[src/hw/rtl/srfp_pkg.sv]
// Shared types and constants of the servo reply frame parser.
// No dependencies; the item and result interfaces and the top level take it in.
`timescale 1ns / 1ps
`default_nettype none

package srfp_pkg;

    // Payload buffer depth in bytes
    localparam int MAX_PARAMS = 32;
    localparam int ADDR_W     = $clog2(MAX_PARAMS);
    // Raw byte index runs up to 3 + LEN with LEN at most MAX_PARAMS + 2
    localparam int BT_W       = $clog2(MAX_PARAMS + 6);

    localparam int KIND_W   = 2;
    localparam int BYTE_W   = 8;
    localparam int CNT_W    = 6;
    localparam int STATUS_W = 3;
    localparam int TICK_W   = 16;

    localparam logic [BYTE_W-1:0] HDR_BYTE      = 8'hFF;
    localparam logic [TICK_W-1:0] TIMEOUT_RESET = 16'd20;
    localparam logic [TICK_W-1:0] TICK_MAX      = 16'hFFFF;

    typedef enum logic [KIND_W-1:0] {
        KIND_START = 2'd0,
        KIND_BYTE  = 2'd1,
        KIND_TICK  = 2'd2,
        KIND_NONE  = 2'd3
    } kind_t;

    typedef enum logic [STATUS_W-1:0] {
        ST_OK        = 3'd0,
        ST_TOO_LONG  = 3'd1,
        ST_BAD_SUM   = 3'd2,
        ST_OTHER_ID  = 3'd3,
        ST_TOO_MANY  = 3'd4,
        ST_CUT_SHORT = 3'd5,
        ST_NONE      = 3'd6,
        ST_UNUSED    = 3'd7
    } status_t;

endpackage

`default_nettype wire

[src/hw/rtl/srfp_item_if.sv]
// Input item channel of the servo reply frame parser: valid/ready and item fields.
// Depends on srfp_pkg for field widths.
`timescale 1ns / 1ps
`default_nettype none

interface srfp_item_if;
    logic                          valid;
    logic                          ready;
    logic [srfp_pkg::KIND_W-1:0]   kind;
    logic [srfp_pkg::BYTE_W-1:0]   expected_id;
    logic [srfp_pkg::CNT_W-1:0]    max_params;
    logic [srfp_pkg::BYTE_W-1:0]   bus_byte;

    modport source (output valid, kind, expected_id, max_params, bus_byte, input ready);
    modport sink   (input valid, kind, expected_id, max_params, bus_byte, output ready);
endinterface

`default_nettype wire

[src/hw/rtl/srfp_result_if.sv]
// Result channel of the servo reply frame parser: valid/ready and result fields.
// Depends on srfp_pkg for field widths.
`timescale 1ns / 1ps
`default_nettype none

interface srfp_result_if;
    logic                           valid;
    logic                           ready;
    logic [srfp_pkg::STATUS_W-1:0]  status;
    logic [srfp_pkg::BYTE_W-1:0]    servo_error;
    logic [srfp_pkg::CNT_W-1:0]     payload_count;
    logic [srfp_pkg::BYTE_W-1:0]    payload_byte;
    logic                           last;

    modport source (output valid, status, servo_error, payload_count, payload_byte, last,
                    input ready);
    modport sink   (input valid, status, servo_error, payload_count, payload_byte, last,
                    output ready);
endinterface

`default_nettype wire

[src/hw/rtl/srfp_ram.sv]
// Generic single-port-write, single-port-read RAM with registered read data.
// No dependencies.
`timescale 1ns / 1ps
`default_nettype none

module srfp_ram #(
    parameter int WIDTH = 8,
    parameter int DEPTH = 32
) (
    input  wire logic                     clk,
    input  wire logic                     we,
    input  wire logic [$clog2(DEPTH)-1:0] waddr,
    input  wire logic [WIDTH-1:0]         wdata,
    input  wire logic                     re,
    input  wire logic [$clog2(DEPTH)-1:0] raddr,
    output logic      [WIDTH-1:0]         rdata
);

    logic [WIDTH-1:0] mem [DEPTH];

    always_ff @(posedge clk)
    begin
        if (we)
        begin
            mem[waddr] <= wdata;
        end
        if (re)
        begin
            rdata <= mem[raddr];
        end
    end

endmodule

`default_nettype wire

[src/hw/rtl/servo_reply_frame_parser_unit.sv]
// Top level of the servo reply frame parser: header hunt, checks, timeout, result runs.
// Depends on srfp_pkg, srfp_item_if, srfp_result_if and srfp_ram.
//
//   channel   direction  handshake      payload
//   item      in         valid/ready    kind, expected_id, max_params, bus_byte
//   result    out        valid/ready    status, servo_error, payload_count,
//                                       payload_byte, last
//   cfg       in         cfg_we only    cfg_wdata = timeout_ticks
//
// An item is first captured, then decoded and the frame state updated. A good
// reply with n payload bytes then streams out at one byte per cycle, while result.ready
// holds, from the payload RAM, whose registered read port sets that pace.
// Reset clears all control state and loads a timeout of 20 ticks; the payload RAM
// is not cleared. A stalled result register holds the block in the decode or
// readout step; it is released the cycle result.ready returns.
`timescale 1ns / 1ps
`default_nettype none

module servo_reply_frame_parser_unit (
    input  wire logic                          clk,
    input  wire logic                          rst_n,
    srfp_item_if.sink                          item,
    srfp_result_if.source                      result,
    input  wire logic                          cfg_we,
    input  wire logic [srfp_pkg::TICK_W-1:0]   cfg_wdata
);

    import srfp_pkg::*;

    typedef enum logic [2:0] {
        S_IDLE = 3'b001,
        S_EXEC = 3'b010,
        S_READ = 3'b100
    } state_t;

    // Control and sequencing
    state_t              state_reg, state_next;
    logic [TICK_W-1:0]   timeout_reg;

    // Captured item
    kind_t               kind_reg;
    logic [BYTE_W-1:0]   eid_reg;
    logic [CNT_W-1:0]    maxp_reg;
    logic [BYTE_W-1:0]   byte_reg;

    // Frame state
    logic                armed_reg, armed_next;
    logic                in_frame_reg, in_frame_next;
    logic [BT_W-1:0]     bt_reg, bt_next;
    logic [BYTE_W-1:0]   len_reg, len_next;
    logic [BYTE_W-1:0]   sum_reg, sum_next;
    logic [BYTE_W-1:0]   rid_reg, rid_next;
    logic [BYTE_W-1:0]   rerr_reg, rerr_next;
    logic [BYTE_W-1:0]   want_id_reg, want_id_next;
    logic [CNT_W-1:0]    want_max_reg, want_max_next;
    logic [TICK_W-1:0]   elapsed_reg, elapsed_next;

    // Readout run
    logic [CNT_W-1:0]    run_count_reg, run_count_next;
    logic [BYTE_W-1:0]   run_err_reg, run_err_next;
    logic [ADDR_W-1:0]   run_idx_reg, run_idx_next;

    // Result register
    logic                out_valid_reg, out_valid_next;
    status_t             out_status_reg, out_status_next;
    logic [BYTE_W-1:0]   out_serr_reg, out_serr_next;
    logic [CNT_W-1:0]    out_cnt_reg, out_cnt_next;
    logic [BYTE_W-1:0]   out_byte_reg, out_byte_next;
    logic                out_last_reg, out_last_next;

    // Payload RAM access
    logic                ram_we;
    logic [ADDR_W-1:0]   ram_waddr;
    logic                ram_re;
    logic [ADDR_W-1:0]   ram_raddr;
    logic [BYTE_W-1:0]   ram_rdata;

    // Decode results
    logic                out_free;
    logic                fin;          // item ends the hunt with a single result
    status_t             fin_status;
    logic [BYTE_W-1:0]   fin_serr;
    logic                run_go;       // item ends the hunt with a payload run
    logic                do_complete;
    logic [BYTE_W-1:0]   cmp_len;
    logic [BYTE_W-1:0]   cmp_count;
    logic [TICK_W-1:0]   tick_inc;
    logic                run_last;

    assign item.ready  = (state_reg == S_IDLE);
    assign out_free    = !out_valid_reg || result.ready;
    assign run_last    = ((CNT_W'(run_idx_reg) + CNT_W'(1)) == run_count_reg);
    assign tick_inc    = (elapsed_reg != TICK_MAX) ? elapsed_reg + TICK_W'(1) : elapsed_reg;
    // LEN byte itself closes the frame when LEN is zero
    assign cmp_len     = (bt_reg == BT_W'(3)) ? byte_reg : len_reg;
    assign cmp_count   = cmp_len - BYTE_W'(2);

    assign result.valid         = out_valid_reg;
    assign result.status        = out_status_reg;
    assign result.servo_error   = out_serr_reg;
    assign result.payload_count = out_cnt_reg;
    assign result.payload_byte  = out_byte_reg;
    assign result.last          = out_last_reg;

    srfp_ram #(
        .WIDTH (BYTE_W),
        .DEPTH (MAX_PARAMS)
    ) u_payload_ram (
        .clk   (clk),
        .we    (ram_we),
        .waddr (ram_waddr),
        .wdata (byte_reg),
        .re    (ram_re),
        .raddr (ram_raddr),
        .rdata (ram_rdata)
    );

    // Decode the captured item against the frame state: what ends the hunt and how.
    always_comb
    begin
        fin         = 1'b0;
        fin_status  = ST_OK;
        fin_serr    = '0;
        run_go      = 1'b0;
        do_complete = 1'b0;

        if (armed_reg && kind_reg == KIND_BYTE && in_frame_reg)
        begin
            if (bt_reg == BT_W'(3))
            begin
                if (byte_reg == '0)
                begin
                    do_complete = 1'b1;
                end
                else if (9'(byte_reg) > 9'(MAX_PARAMS + 2))
                begin
                    fin        = 1'b1;
                    fin_status = ST_TOO_LONG;
                end
            end
            else if (bt_reg != BT_W'(2))
            begin
                do_complete = (9'(bt_reg) + 9'd1 >= 9'(len_reg) + 9'd4);
            end
        end

        if (do_complete)
        begin
            // Check order: checksum, id, short LEN, payload limit
            priority if (~sum_reg != byte_reg)
            begin
                fin        = 1'b1;
                fin_status = ST_BAD_SUM;
            end
            else if (rid_reg != want_id_reg)
            begin
                fin        = 1'b1;
                fin_status = ST_OTHER_ID;
            end
            else if (cmp_len < BYTE_W'(2))
            begin
                fin        = 1'b1;
                fin_status = ST_TOO_MANY;
            end
            else if (cmp_count > BYTE_W'(want_max_reg) || cmp_count > BYTE_W'(MAX_PARAMS))
            begin
                fin        = 1'b1;
                fin_status = ST_TOO_MANY;
                fin_serr   = rerr_reg;
            end
            else if (cmp_count == '0)
            begin
                fin        = 1'b1;
                fin_status = ST_OK;
                fin_serr   = rerr_reg;
            end
            else
            begin
                run_go = 1'b1;
            end
        end

        if (armed_reg && kind_reg == KIND_TICK && tick_inc >= timeout_reg)
        begin
            fin        = 1'b1;
            fin_status = (bt_reg != '0) ? ST_CUT_SHORT : ST_NONE;
        end
    end

    // Sequencer and read-modify-write of the frame state.
    always_comb
    begin
        state_next      = state_reg;
        armed_next      = armed_reg;
        in_frame_next   = in_frame_reg;
        bt_next         = bt_reg;
        len_next        = len_reg;
        sum_next        = sum_reg;
        rid_next        = rid_reg;
        rerr_next       = rerr_reg;
        want_id_next    = want_id_reg;
        want_max_next   = want_max_reg;
        elapsed_next    = elapsed_reg;
        run_count_next  = run_count_reg;
        run_err_next    = run_err_reg;
        run_idx_next    = run_idx_reg;
        out_valid_next  = out_valid_reg && !result.ready;
        out_status_next = out_status_reg;
        out_serr_next   = out_serr_reg;
        out_cnt_next    = out_cnt_reg;
        out_byte_next   = out_byte_reg;
        out_last_next   = out_last_reg;
        ram_we          = 1'b0;
        ram_waddr       = ADDR_W'(bt_reg - BT_W'(5));
        ram_re          = 1'b0;
        ram_raddr       = '0;

        unique case (state_reg)
            S_IDLE:
            begin
                if (item.valid)
                begin
                    state_next = S_EXEC;
                end
            end

            S_EXEC:
            begin
                // A single result waits here until the result register frees up
                if (!(fin && !out_free))
                begin
                    state_next = S_IDLE;

                    unique case (kind_reg)
                        KIND_START:
                        begin
                            armed_next    = 1'b1;
                            want_id_next  = eid_reg;
                            want_max_next = maxp_reg;
                        end
                        KIND_BYTE:
                        begin
                            if (armed_reg)
                            begin
                                priority if (!in_frame_reg)
                                begin
                                    if (byte_reg == HDR_BYTE)
                                    begin
                                        if (bt_reg != '0)
                                        begin
                                            bt_next       = BT_W'(2);
                                            in_frame_next = 1'b1;
                                        end
                                        else
                                        begin
                                            bt_next = BT_W'(1);
                                        end
                                    end
                                    else
                                    begin
                                        bt_next = '0;
                                    end
                                end
                                else if (bt_reg == BT_W'(2))
                                begin
                                    rid_next = byte_reg;
                                    sum_next = byte_reg;
                                    bt_next  = BT_W'(3);
                                end
                                else if (bt_reg == BT_W'(3))
                                begin
                                    len_next = byte_reg;
                                    bt_next  = BT_W'(4);
                                    sum_next = sum_reg + byte_reg;
                                end
                                else
                                begin
                                    if (bt_reg == BT_W'(4))
                                    begin
                                        rerr_next = byte_reg;
                                    end
                                    else if (9'(bt_reg) < 9'(MAX_PARAMS + 5))
                                    begin
                                        ram_we = !do_complete;
                                    end
                                    sum_next = sum_reg + byte_reg;
                                    bt_next  = bt_reg + BT_W'(1);
                                end
                            end
                        end
                        KIND_TICK:
                        begin
                            if (armed_reg)
                            begin
                                elapsed_next = tick_inc;
                            end
                        end
                        default:
                        begin
                        end
                    endcase

                    // Start, or any ending, drops the frame state
                    if (kind_reg == KIND_START || fin || run_go)
                    begin
                        in_frame_next = 1'b0;
                        bt_next       = '0;
                        len_next      = '0;
                        sum_next      = '0;
                        rid_next      = '0;
                        rerr_next     = '0;
                        elapsed_next  = '0;
                    end
                    if (fin || run_go)
                    begin
                        armed_next = 1'b0;
                    end

                    if (fin)
                    begin
                        out_valid_next  = 1'b1;
                        out_status_next = fin_status;
                        out_serr_next   = fin_serr;
                        out_cnt_next    = '0;
                        out_byte_next   = '0;
                        out_last_next   = 1'b1;
                    end

                    if (run_go)
                    begin
                        run_count_next = CNT_W'(cmp_count);
                        run_err_next   = rerr_reg;
                        run_idx_next   = '0;
                        ram_re         = 1'b1;
                        ram_raddr      = '0;
                        state_next     = S_READ;
                    end
                end
            end

            S_READ:
            begin
                // RAM data for run_idx is ready; hold it until the slot frees
                if (out_free)
                begin
                    out_valid_next  = 1'b1;
                    out_status_next = ST_OK;
                    out_serr_next   = run_err_reg;
                    out_cnt_next    = run_count_reg;
                    out_byte_next   = ram_rdata;
                    out_last_next   = run_last;
                    if (run_last)
                    begin
                        state_next = S_IDLE;
                    end
                    else
                    begin
                        run_idx_next = run_idx_reg + ADDR_W'(1);
                        ram_re       = 1'b1;
                        ram_raddr    = run_idx_reg + ADDR_W'(1);
                    end
                end
            end

            default:
            begin
                state_next = S_IDLE;
            end
        endcase
    end

    // Control state
    always_ff @(posedge clk or negedge rst_n)
    begin
        if (!rst_n)
        begin
            state_reg     <= S_IDLE;
            timeout_reg   <= TIMEOUT_RESET;
            armed_reg     <= 1'b0;
            in_frame_reg  <= 1'b0;
            bt_reg        <= '0;
            len_reg       <= '0;
            sum_reg       <= '0;
            rid_reg       <= '0;
            rerr_reg      <= '0;
            want_id_reg   <= '0;
            want_max_reg  <= '0;
            elapsed_reg   <= '0;
            run_count_reg <= '0;
            run_idx_reg   <= '0;
            out_valid_reg <= 1'b0;
        end
        else
        begin
            state_reg     <= state_next;
            if (cfg_we)
            begin
                timeout_reg <= cfg_wdata;
            end
            armed_reg     <= armed_next;
            in_frame_reg  <= in_frame_next;
            bt_reg        <= bt_next;
            len_reg       <= len_next;
            sum_reg       <= sum_next;
            rid_reg       <= rid_next;
            rerr_reg      <= rerr_next;
            want_id_reg   <= want_id_next;
            want_max_reg  <= want_max_next;
            elapsed_reg   <= elapsed_next;
            run_count_reg <= run_count_next;
            run_idx_reg   <= run_idx_next;
            out_valid_reg <= out_valid_next;
        end
    end

    // Payload registers: captured item, run error byte and result fields
    always_ff @(posedge clk)
    begin
        if (item.valid && item.ready)
        begin
            kind_reg <= kind_t'(item.kind);
            eid_reg  <= item.expected_id;
            maxp_reg <= item.max_params;
            byte_reg <= item.bus_byte;
        end
        run_err_reg    <= run_err_next;
        out_status_reg <= out_status_next;
        out_serr_reg   <= out_serr_next;
        out_cnt_reg    <= out_cnt_next;
        out_byte_reg   <= out_byte_next;
        out_last_reg   <= out_last_next;
    end

    // The payload RAM is only written while decoding a byte item
    a_ram_write_in_exec: assert property (@(posedge clk) disable iff (!rst_n)
        ram_we |-> (state_reg == S_EXEC && kind_reg == KIND_BYTE && armed_reg))
        else $error("payload RAM written outside byte decode");

    // A readout run always stays inside the stored payload
    a_run_index_bound: assert property (@(posedge clk) disable iff (!rst_n)
        (state_reg == S_READ) |-> (CNT_W'(run_idx_reg) < run_count_reg && !armed_reg))
        else $error("readout index beyond run length");

    // Any non-ok result is a lone final transfer with no payload
    a_error_is_lone: assert property (@(posedge clk) disable iff (!rst_n)
        (out_valid_reg && out_status_reg != ST_OK)
            |-> (out_last_reg && out_cnt_reg == '0 && out_byte_reg == '0))
        else $error("error result carries payload");

    // The last transfer of a run returns the sequencer to idle
    a_run_ends_idle: assert property (@(posedge clk) disable iff (!rst_n)
        (state_reg == S_READ && out_free && run_last) |=> (state_reg == S_IDLE))
        else $error("readout did not end after last byte");

endmodule

`default_nettype wire
[src/flat_wrapper.sv]
// flat-port wrapper written by rule: the top's interface ports become plain ports
module servo_reply_frame_parser_unit_flat import srfp_pkg::*;
  (clk, rst_n, cfg_we, cfg_wdata, item_valid, item_kind, item_expected_id, item_max_params, item_bus_byte, item_ready, result_valid, result_status, result_servo_error, result_payload_count, result_payload_byte, result_last, result_ready);
  srfp_item_if item_i ();
  srfp_result_if result_i ();
  input  wire logic clk;
  input  wire logic rst_n;
  input  wire logic cfg_we;
  input  wire logic [srfp_pkg::TICK_W-1:0] cfg_wdata;
  input wire logic [$bits(item_i.valid)-1:0] item_valid;
  input wire logic [$bits(item_i.kind)-1:0] item_kind;
  input wire logic [$bits(item_i.expected_id)-1:0] item_expected_id;
  input wire logic [$bits(item_i.max_params)-1:0] item_max_params;
  input wire logic [$bits(item_i.bus_byte)-1:0] item_bus_byte;
  output wire logic [$bits(item_i.ready)-1:0] item_ready;
  output wire logic [$bits(result_i.valid)-1:0] result_valid;
  output wire logic [$bits(result_i.status)-1:0] result_status;
  output wire logic [$bits(result_i.servo_error)-1:0] result_servo_error;
  output wire logic [$bits(result_i.payload_count)-1:0] result_payload_count;
  output wire logic [$bits(result_i.payload_byte)-1:0] result_payload_byte;
  output wire logic [$bits(result_i.last)-1:0] result_last;
  input wire logic [$bits(result_i.ready)-1:0] result_ready;
  assign item_i.valid = item_valid;
  assign item_i.kind = item_kind;
  assign item_i.expected_id = item_expected_id;
  assign item_i.max_params = item_max_params;
  assign item_i.bus_byte = item_bus_byte;
  assign item_ready = item_i.ready;
  assign result_valid = result_i.valid;
  assign result_status = result_i.status;
  assign result_servo_error = result_i.servo_error;
  assign result_payload_count = result_i.payload_count;
  assign result_payload_byte = result_i.payload_byte;
  assign result_last = result_i.last;
  assign result_i.ready = result_ready;
  servo_reply_frame_parser_unit u_core (.clk(clk), .rst_n(rst_n), .item(item_i), .result(result_i), .cfg_we(cfg_we), .cfg_wdata(cfg_wdata));
endmodule
[config.mk]
export PLATFORM = sky130hd
export DESIGN_NAME = servo_reply_frame_parser_unit_flat
export DESIGN_NICKNAME = d
export VERILOG_FILES = /design/src/hw/rtl/srfp_pkg.sv /design/src/hw/rtl/srfp_item_if.sv /design/src/hw/rtl/srfp_result_if.sv /design/src/hw/rtl/srfp_ram.sv /design/src/hw/rtl/servo_reply_frame_parser_unit.sv /design/src/flat_wrapper.sv
export SDC_FILE = /design/constraint.sdc
export NUM_CORES = 1
export LEC_CHECK = 0
export ABC_AREA = 1
export BUFFER_PORTS_ARGS = -buffer_cell sky130_fd_sc_hd__clkbuf_2
export CORE_MARGIN = 8
export CORE_UTILIZATION = 37
export DETAILED_ROUTE_END_ITERATION = 7
export GPL_TIMING_DRIVEN = 1
export PLACE_DENSITY = 0.54
export SYNTH_ARGS = -nofsm -noshare
export SYNTH_HDL_FRONTEND = slang
export SYNTH_SLANG_ARGS = --single-unit
[constraint.sdc]
create_clock -name clk -period 5.5 [get_ports clk]
set_input_delay 0 -clock clk [delete_from_list [all_inputs] [get_ports clk]]
set_output_delay 0 -clock clk [all_outputs]
set_load 0.1 [all_outputs]
==> results_dict.tcl, run 1 <==
set metrics [dict create \
    rsz0062_at_grt "no" \
    clock-sinks 423 \
    place_hpwl_um 32800 \
    max-cap-violations 0 \
    grt_antenna_before_repair 0 \
    ys_ff_latch 423 \
    path_class "reg2reg" \
    rows 86 \
    startpoint "u_core.elapsed_reg[0]$_DFFE_PN0P_" \
    relSlewSlack_pct 28.6 \
    seq_area_frac_synth_pct 59.9 \
    portBuffers 72 \
    first_global_vias 14546 \
    vias 14847 \
    clk_latency_ns 0.59 \
    htree_levels 2 \
    io_pins 73 \
    drv_slew 0 \
    coreArea_um2 54800 \
    tritoncts "yes" \
    yosys_warnings 0 \
    antenna_left 0 \
    synth-main-ff-cell "edfxtp_1" \
    timing.hold.ws_ns 0.0279 \
    die_x_um 251 \
    tightest_slew_ns 1.07 \
    cpMostUsedCell "nand2_1" \
    async_flop_share_pct 23.9 \
    globalRouteTotalUtil_pct 16.3 \
    syn-cell-area_um2 20400 \
    grt_pass1_wl_um 81800 \
    hold_class "in2reg" \
    cpLargestDelayFamily "simple AND/OR/NAND/NOR gates" \
    drt_first_iter_violations 893 \
    path_clk_slew_ns 0.06 \
    cp.required_ns 5.78 \
    cts-buffers-inserted 45 \
    synth_cells 2150 \
    p_per_area_nw_per_um2 342 \
    dr.pass1.iters 5 \
    r2r_cells 24 \
    post_cts_buffers 0 \
    setup-tns-final_ns 0 \
    irDropWorstVdd_v 0.000227 \
    crit_path_max_incr_delay_ns 0.39 \
    fin_crit_sh_pct 86.5 \
    routabilityCongestion 0.830 \
    post-route-drc-count 0 \
    overflow 0 \
    synth_cell_types 48 \
    synth.avg_cell_area_um2 9.47 \
    syn_nets 2239 \
    leakagePower_nw 10.4 \
    setup.worst_path.end "u_core.run_err_reg[7]$_DFFE_PP_" \
    die_y_um 251 \
    area_growth_pct 16.9 \
    status "completed" \
    wirelength_um 51600 \
    drive_gt1_share_pct 11.8 \
    hold_violations 0 \
    grt_max_degree 154 \
    via_per_inst 4.86 \
    initial_utilization_pct 37.2 \
    antennaDiodeCount 0 \
    slowest_stage "dfrtp_1" \
    reg2reg_slack_ns 0.75 \
    min_period_ns 4.75 \
    clockRootBuffer "clkbuf_16" \
    cp.depth 24 \
    max_freq_mhz 210 \
    largest_reg_flops 256 \
    path_buf_inv 2 \
    rr_endpoint "u_core.run_err_reg[7]$_DFFE_PP_" \
    end_kind "register" \
    clockBufferDepth 3 \
    nets 2406 \
    skew_ns 0.0287 \
    cp-start-kind "register" \
    cp_max_fo 20 \
    wl_per_cell_um 16.9 \
    crit_path_cell_trace "ha_1 > inv_1 > nor3_1 > nand3_1 > nor2_1 > nand2_1 > nor2_1 > nand2_1 > nor3b_1 > a21oi_1 > ha_1 > nand2_1 > nor2_1 > nand2_1 > nand2_1 > nand2_1 > nand3_1 > nand2_1 > nand2_1 > nor2_1 > nand3_2 > nand2_2 > nand2_2 > inv_2" \
    crit_arrival_ns 5.04 \
    finalSetupViolCount 0 \
    synth-edff-count 322 \
    dieArea_um2 62800 \
    r2r-start "u_core.elapsed_reg[0]$_DFFE_PN0P_" \
]
Yosys cell counts, types with 2 or more instances:
cell type | count | share of area, %
buf_2 | 21 | 0.52
clkbuf_1 | 45 | 0.83
inv_1 | 265 | 4.9
buf_1 | 6 | 0.11
nor4_1 | 5 | 0.15
inv_2 | 7 | 0.13
edfxtp_1 | 322 | 47
buf_4 | 2 | 0.074
nand3_1 | 217 | 5.3
nand2_2 | 17 | 0.52
or2_2 | 8 | 0.25
ha_1 | 43 | 2.6
a21oi_1 | 28 | 0.69
clkinv_1 | 8 | 0.15
nand4_1 | 36 | 1.1
o21ai_0 | 37 | 0.91
o21a_1 | 3 | 0.11
nor2_2 | 3 | 0.092
o21bai_1 | 2 | 0.074
buf_6 | 11 | 0.61
dfstp_2 | 3 | 0.39
xnor2_1 | 14 | 0.60
nor2_1 | 93 | 1.7
o211ai_1 | 17 | 0.63
nor3b_1 | 2 | 0.074
nand3_2 | 6 | 0.29
o41ai_1 | 2 | 0.086
xor2_1 | 19 | 0.82
nand2_4 | 3 | 0.17
nand2_1 | 706 | 13
nor2_4 | 3 | 0.17
nor3_1 | 46 | 1.1
o21ai_2 | 28 | 1.2
o21ai_1 | 11 | 0.27
dfrtp_1 | 98 | 12
kinds of logic after synthesis:
kind of cell | Yosys count | synth area share [%]
muxes | 1 | 0.0553
xor gates and xnor gates | 33 | 1.42
buffers and inverters | 366 | 7.37
and+or+nand+nor | 1148 | 24.2
DFF | 423 | 59.9
adders and majority gates | 44 | 2.74
AOI/OAI and AO/OA | 135 | 4.28
worst min path at each step:
stage,endpoint,cells past startpoint,startpoint
3_5_place_dp,u_core.want_id_reg[5]$_DFFE_PN0P_,1,rst_n
2_1_floorplan,u_core.armed_reg$_DFFE_PN0P_,0,rst_n
6_report,u_core.timeout_reg[14]$_DFFE_PN0P_,2,cfg_we
3_3_place_gp,u_core.want_id_reg[3]$_DFFE_PN0P_,1,rst_n
5_1_grt,u_core.timeout_reg[5]$_DFFE_PN0P_,2,cfg_we
4_1_cts,u_core.timeout_reg[14]$_DFFE_PN0P_,2,cfg_we
cell type report:
type	instances	area [um^2]
timing repair buffer	206	1590
clock buffer	57	1180
fill	5250	31000
clock inverter	25	234
inverter	280	1050
sequential	423	12200
multi-input combinational	1361	6670
tap	704	881
layout by cell type, fill, tap and decap left out, drive strengths merged, types with 2 or more instances in the layout:
master / instances
a21oi: 28
buf: 62
bufinv: 3
clkbuf: 128
clkinv: 27
dfrtp: 98
dfstp: 3
dlygate4sd3: 73
edfxtp: 322
ha: 43
inv: 275
nand2: 726
nand3: 224
nand4: 36
nor2: 99
nor3: 46
nor3b: 2
nor4: 6
o211ai: 17
o21a: 3
o21ai: 76
o21bai: 2
o41ai: 3
or2: 8
xnor2: 14
xor2: 19
metrics by stage:
stage	instances	utilization (%)	total power [mW]	setup slack (ns)	area, um^2
after floorplan	2150	-	4.84	1.08	20400
after global placement	2900	39.5	5.18	0.742	21600
after detailed placement	2900	39.5	5.21	0.606	21600
after CTS	3056	43.5	8.23	0.588	23800
after global routing	3056	43.5	8.52	0.134	23800
final	3056	43.5	8.15	0.745	23800
routing by layer:
| layer | vias up | share of wire, % | track usage [%] |
|---|---|---|---|
| met3 | 80 | 4.3 | 2.92 |
| li1 | 7398 | - | - |
| met1 | 7049 | 45 | 21.5 |
| met2 | 320 | 48 | 27.5 |
| met5 | - | 0 | 0 |
| met4 | 0 | 2.3 | 4.44 |
repair_timing:
item                                    in CTS  in global routing
hold endpoints to repair                    90                  0
endpoints found under the setup margin       0                  3
hold buffers                                74                  0
gates resized for setup                      0                  1
report_power, final:
part	leakage [nW]	total, mW	switching (mW)	internal, mW
Sequential	4.27	3.92	0.168	3.76
Clock	0.689	2.96	1.28	1.67
Combinational	5.40	1.27	0.861	0.407
Note: power is estimated with default switching activity, not from simulation.
==> run 2, diff against run 1 <==
==> constraint.sdc (replaced) <==
create_clock -name clk -period 5.5 [get_ports clk]
set_input_delay 0.55 -clock clk [delete_from_list [all_inputs] [get_ports clk]]
set_output_delay 0.55 -clock clk [all_outputs]
set_load 0.1 [all_outputs]
==> run 2 against run 1 <==
  * Sequential cell count did not move
  * Global-route usage fell by 0.34 points
  * Wire length fell by 1.7%
  * Utilization fell by 1.4 points
  * Final cell count fell by 2.4%
  * Sequential power barely moved
  * Clock power barely moved
  * First-iteration DRC count rose by 3.2%
  * Critical endpoint unchanged
==> results_dict.tcl, run 2 (synthesized netlist as in run 1, its figures left out) <==
set metrics [dict create \
    leakagePower_nw 10.1 \
    reg2reg_slack_ns 0.73 \
    p_per_area_nw_per_um2 351 \
    tritoncts "yes" \
    clock-sinks 423 \
    max-cap-violations 0 \
    rr_endpoint "u_core.run_err_reg[7]$_DFFE_PP_" \
    holdCritStartpoint "item_bus_byte[1]" \
    path_clk_slew_ns 0.06 \
    drive_gt1_share_pct 12.1 \
    r2r_cells 24 \
    grt_max_degree 154 \
    whs_path_depth 1 \
    hold_end "u_core.byte_reg[1]$_DFFE_PP_" \
    end_kind "register" \
    htree_levels 2 \
    timing.hold.ws_ns 0.129 \
    path_class "reg2reg" \
    r2r-start "u_core.elapsed_reg[0]$_DFFE_PN0P_" \
    hold_violations 0 \
    irDropWorstVdd_v 0.000236 \
    portBuffers 72 \
    postLayoutCoreUtil_pct 42.1 \
    cp.required_ns 5.78 \
    clockRootBuffer "clkbuf_16" \
    mostFrequentLayoutCell "nand2_1" \
    routabilityCongestion 0.830 \
    post-route-drc-count 0 \
    placed_cells 2900 \
    cts-buffers-inserted 45 \
    via_per_inst 4.90 \
    coreArea_um2 54800 \
    antenna_left 0 \
    die_x_um 251 \
    clk_latency_ns 0.59 \
    overflow 0 \
    place_hpwl_um 32800 \
    regArea_um2 12200 \
    startpoint "u_core.elapsed_reg[0]$_DFFE_PN0P_" \
    grt_antenna_before_repair 0 \
    crit_arrival_ns 5.04 \
    power_mw 8.09 \
    status "completed" \
    first_global_vias 14124 \
    dieArea_um2 62800 \
    max_freq_mhz 210 \
    layout_common_cells "nand2_1 (706), edfxtp_1 (322), inv_1 (265)" \
    setup-tns-final_ns 0 \
    tightest_slew_ns 1.05 \
    rsz0062_at_grt "no" \
    dr.pass1.iters 5 \
    multi_input_area_um2 6670 \
    wirelength_um 50700 \
    layout.cells.non_filler 2983 \
    rows 86 \
    finalSetupViolCount 0 \
    io_pins 73 \
    area_growth_pct 13.3 \
    globalRouteTotalUtil_pct 16.0 \
    skew_ns 0.0307 \
    die_y_um 251 \
    fin_crit_sh_pct 86.7 \
    initial_utilization_pct 37.2 \
    antennaDiodeCount 0 \
    vias 14615 \
    wl_per_cell_um 17.0 \
    clockBufferDepth 3 \
    fillers 5332 \
    drv_slew 0 \
    cp_max_fo 20 \
    relSlewSlack_pct 29.8 \
    largest_reg_flops 256 \
    cp-start-kind "register" \
    hold_class "in2reg" \
    min_period_ns 4.77 \
    grt_pass1_wl_um 80000 \
    nets 2333 \
    drt_first_iter_violations 922 \
]
-- run 2: critical path: stages (launching register included) --
cell and delay (ns):
dfrtp_1 0.39, ha_1 0.18, inv_1 0.06, nor3_1 0.19
nand3_1 0.17, nor2_1 0.20, nand2_1 0.12, nor2_1 0.13
nand2_1 0.27, nor3b_1 0.26, nand2_1 0.08, xnor2_1 0.15
ha_1 0.28, a21oi_1 0.14, o21a_1 0.13, nand2_1 0.05
nand2_1 0.05, nand3_1 0.11, nand2_1 0.19, nand2_1 0.09
nor2_1 0.21, nand3_2 0.12, nand2_2 0.37, nand2_2 0.28
inv_2 0.24
-- run 2: area by class of cell --
| type | instances | share of cell area [%] |
|---|---|---|
| Timing Repair Buffer | 133 | 3.68 |
| Clock buffer | 57 | 5.12 |
| Sequential cell | 423 | 52.9 |
| Clock inverter | 25 | 1.01 |
| Multi-Input combinational cell | 1361 | 28.9 |
| Inverter | 280 | 4.56 |
| Tap cell | 704 | 3.82 |
-- run 2: worst max path at each step --
| stage | end | slack [ns] |
|---|---|---|
| 5_1_grt | u_core.run_err_reg[4]$_DFFE_PP_ | 0.14 |
| 2_1_floorplan | u_core.byte_reg[0]$_DFFE_PP_ | 1.08 |
| 6_report | u_core.run_err_reg[7]$_DFFE_PP_ | 0.73 |
| 3_5_place_dp | u_core.bt_reg[4]$_DFFE_PN0P_ | 0.61 |
| 3_3_place_gp | u_core.run_err_reg[3]$_DFFE_PP_ | 0.74 |
| 4_1_cts | u_core.bt_reg[4]$_DFFE_PN0P_ | 0.59 |
-- run 2: power breakdown --
group / internal [mW] / switching, mW / total, mW
Clock: 1.67 / 1.28 / 2.95
Combinational: 0.361 / 0.850 / 1.21
Sequential: 3.76 / 0.167 / 3.92
-- run 2: stage by stage --
step           setup WS [ns]  instance area [um^2]
2_1_floorplan           1.08                 20400
3_3_place_gp           0.742                 21600
3_5_place_dp           0.606                 21600
4_1_cts                0.588                 23100
5_1_grt                0.135                 23100
6_report               0.734                 23100
-- run 2: timing repair --
action	in CTS	in global routing
hold buffers	1	0
buffers inserted	0	0
endpoints found under the hold margin	37	0
resized for setup	0	1
setup endpoints to repair	0	3
-- run 2: metal layers --
layer	track usage [%]	wire length (um)
met1	21.2	22800
met2	26.6	24000
met3	2.91	2590
met4	4.44	1200
met5	0	0
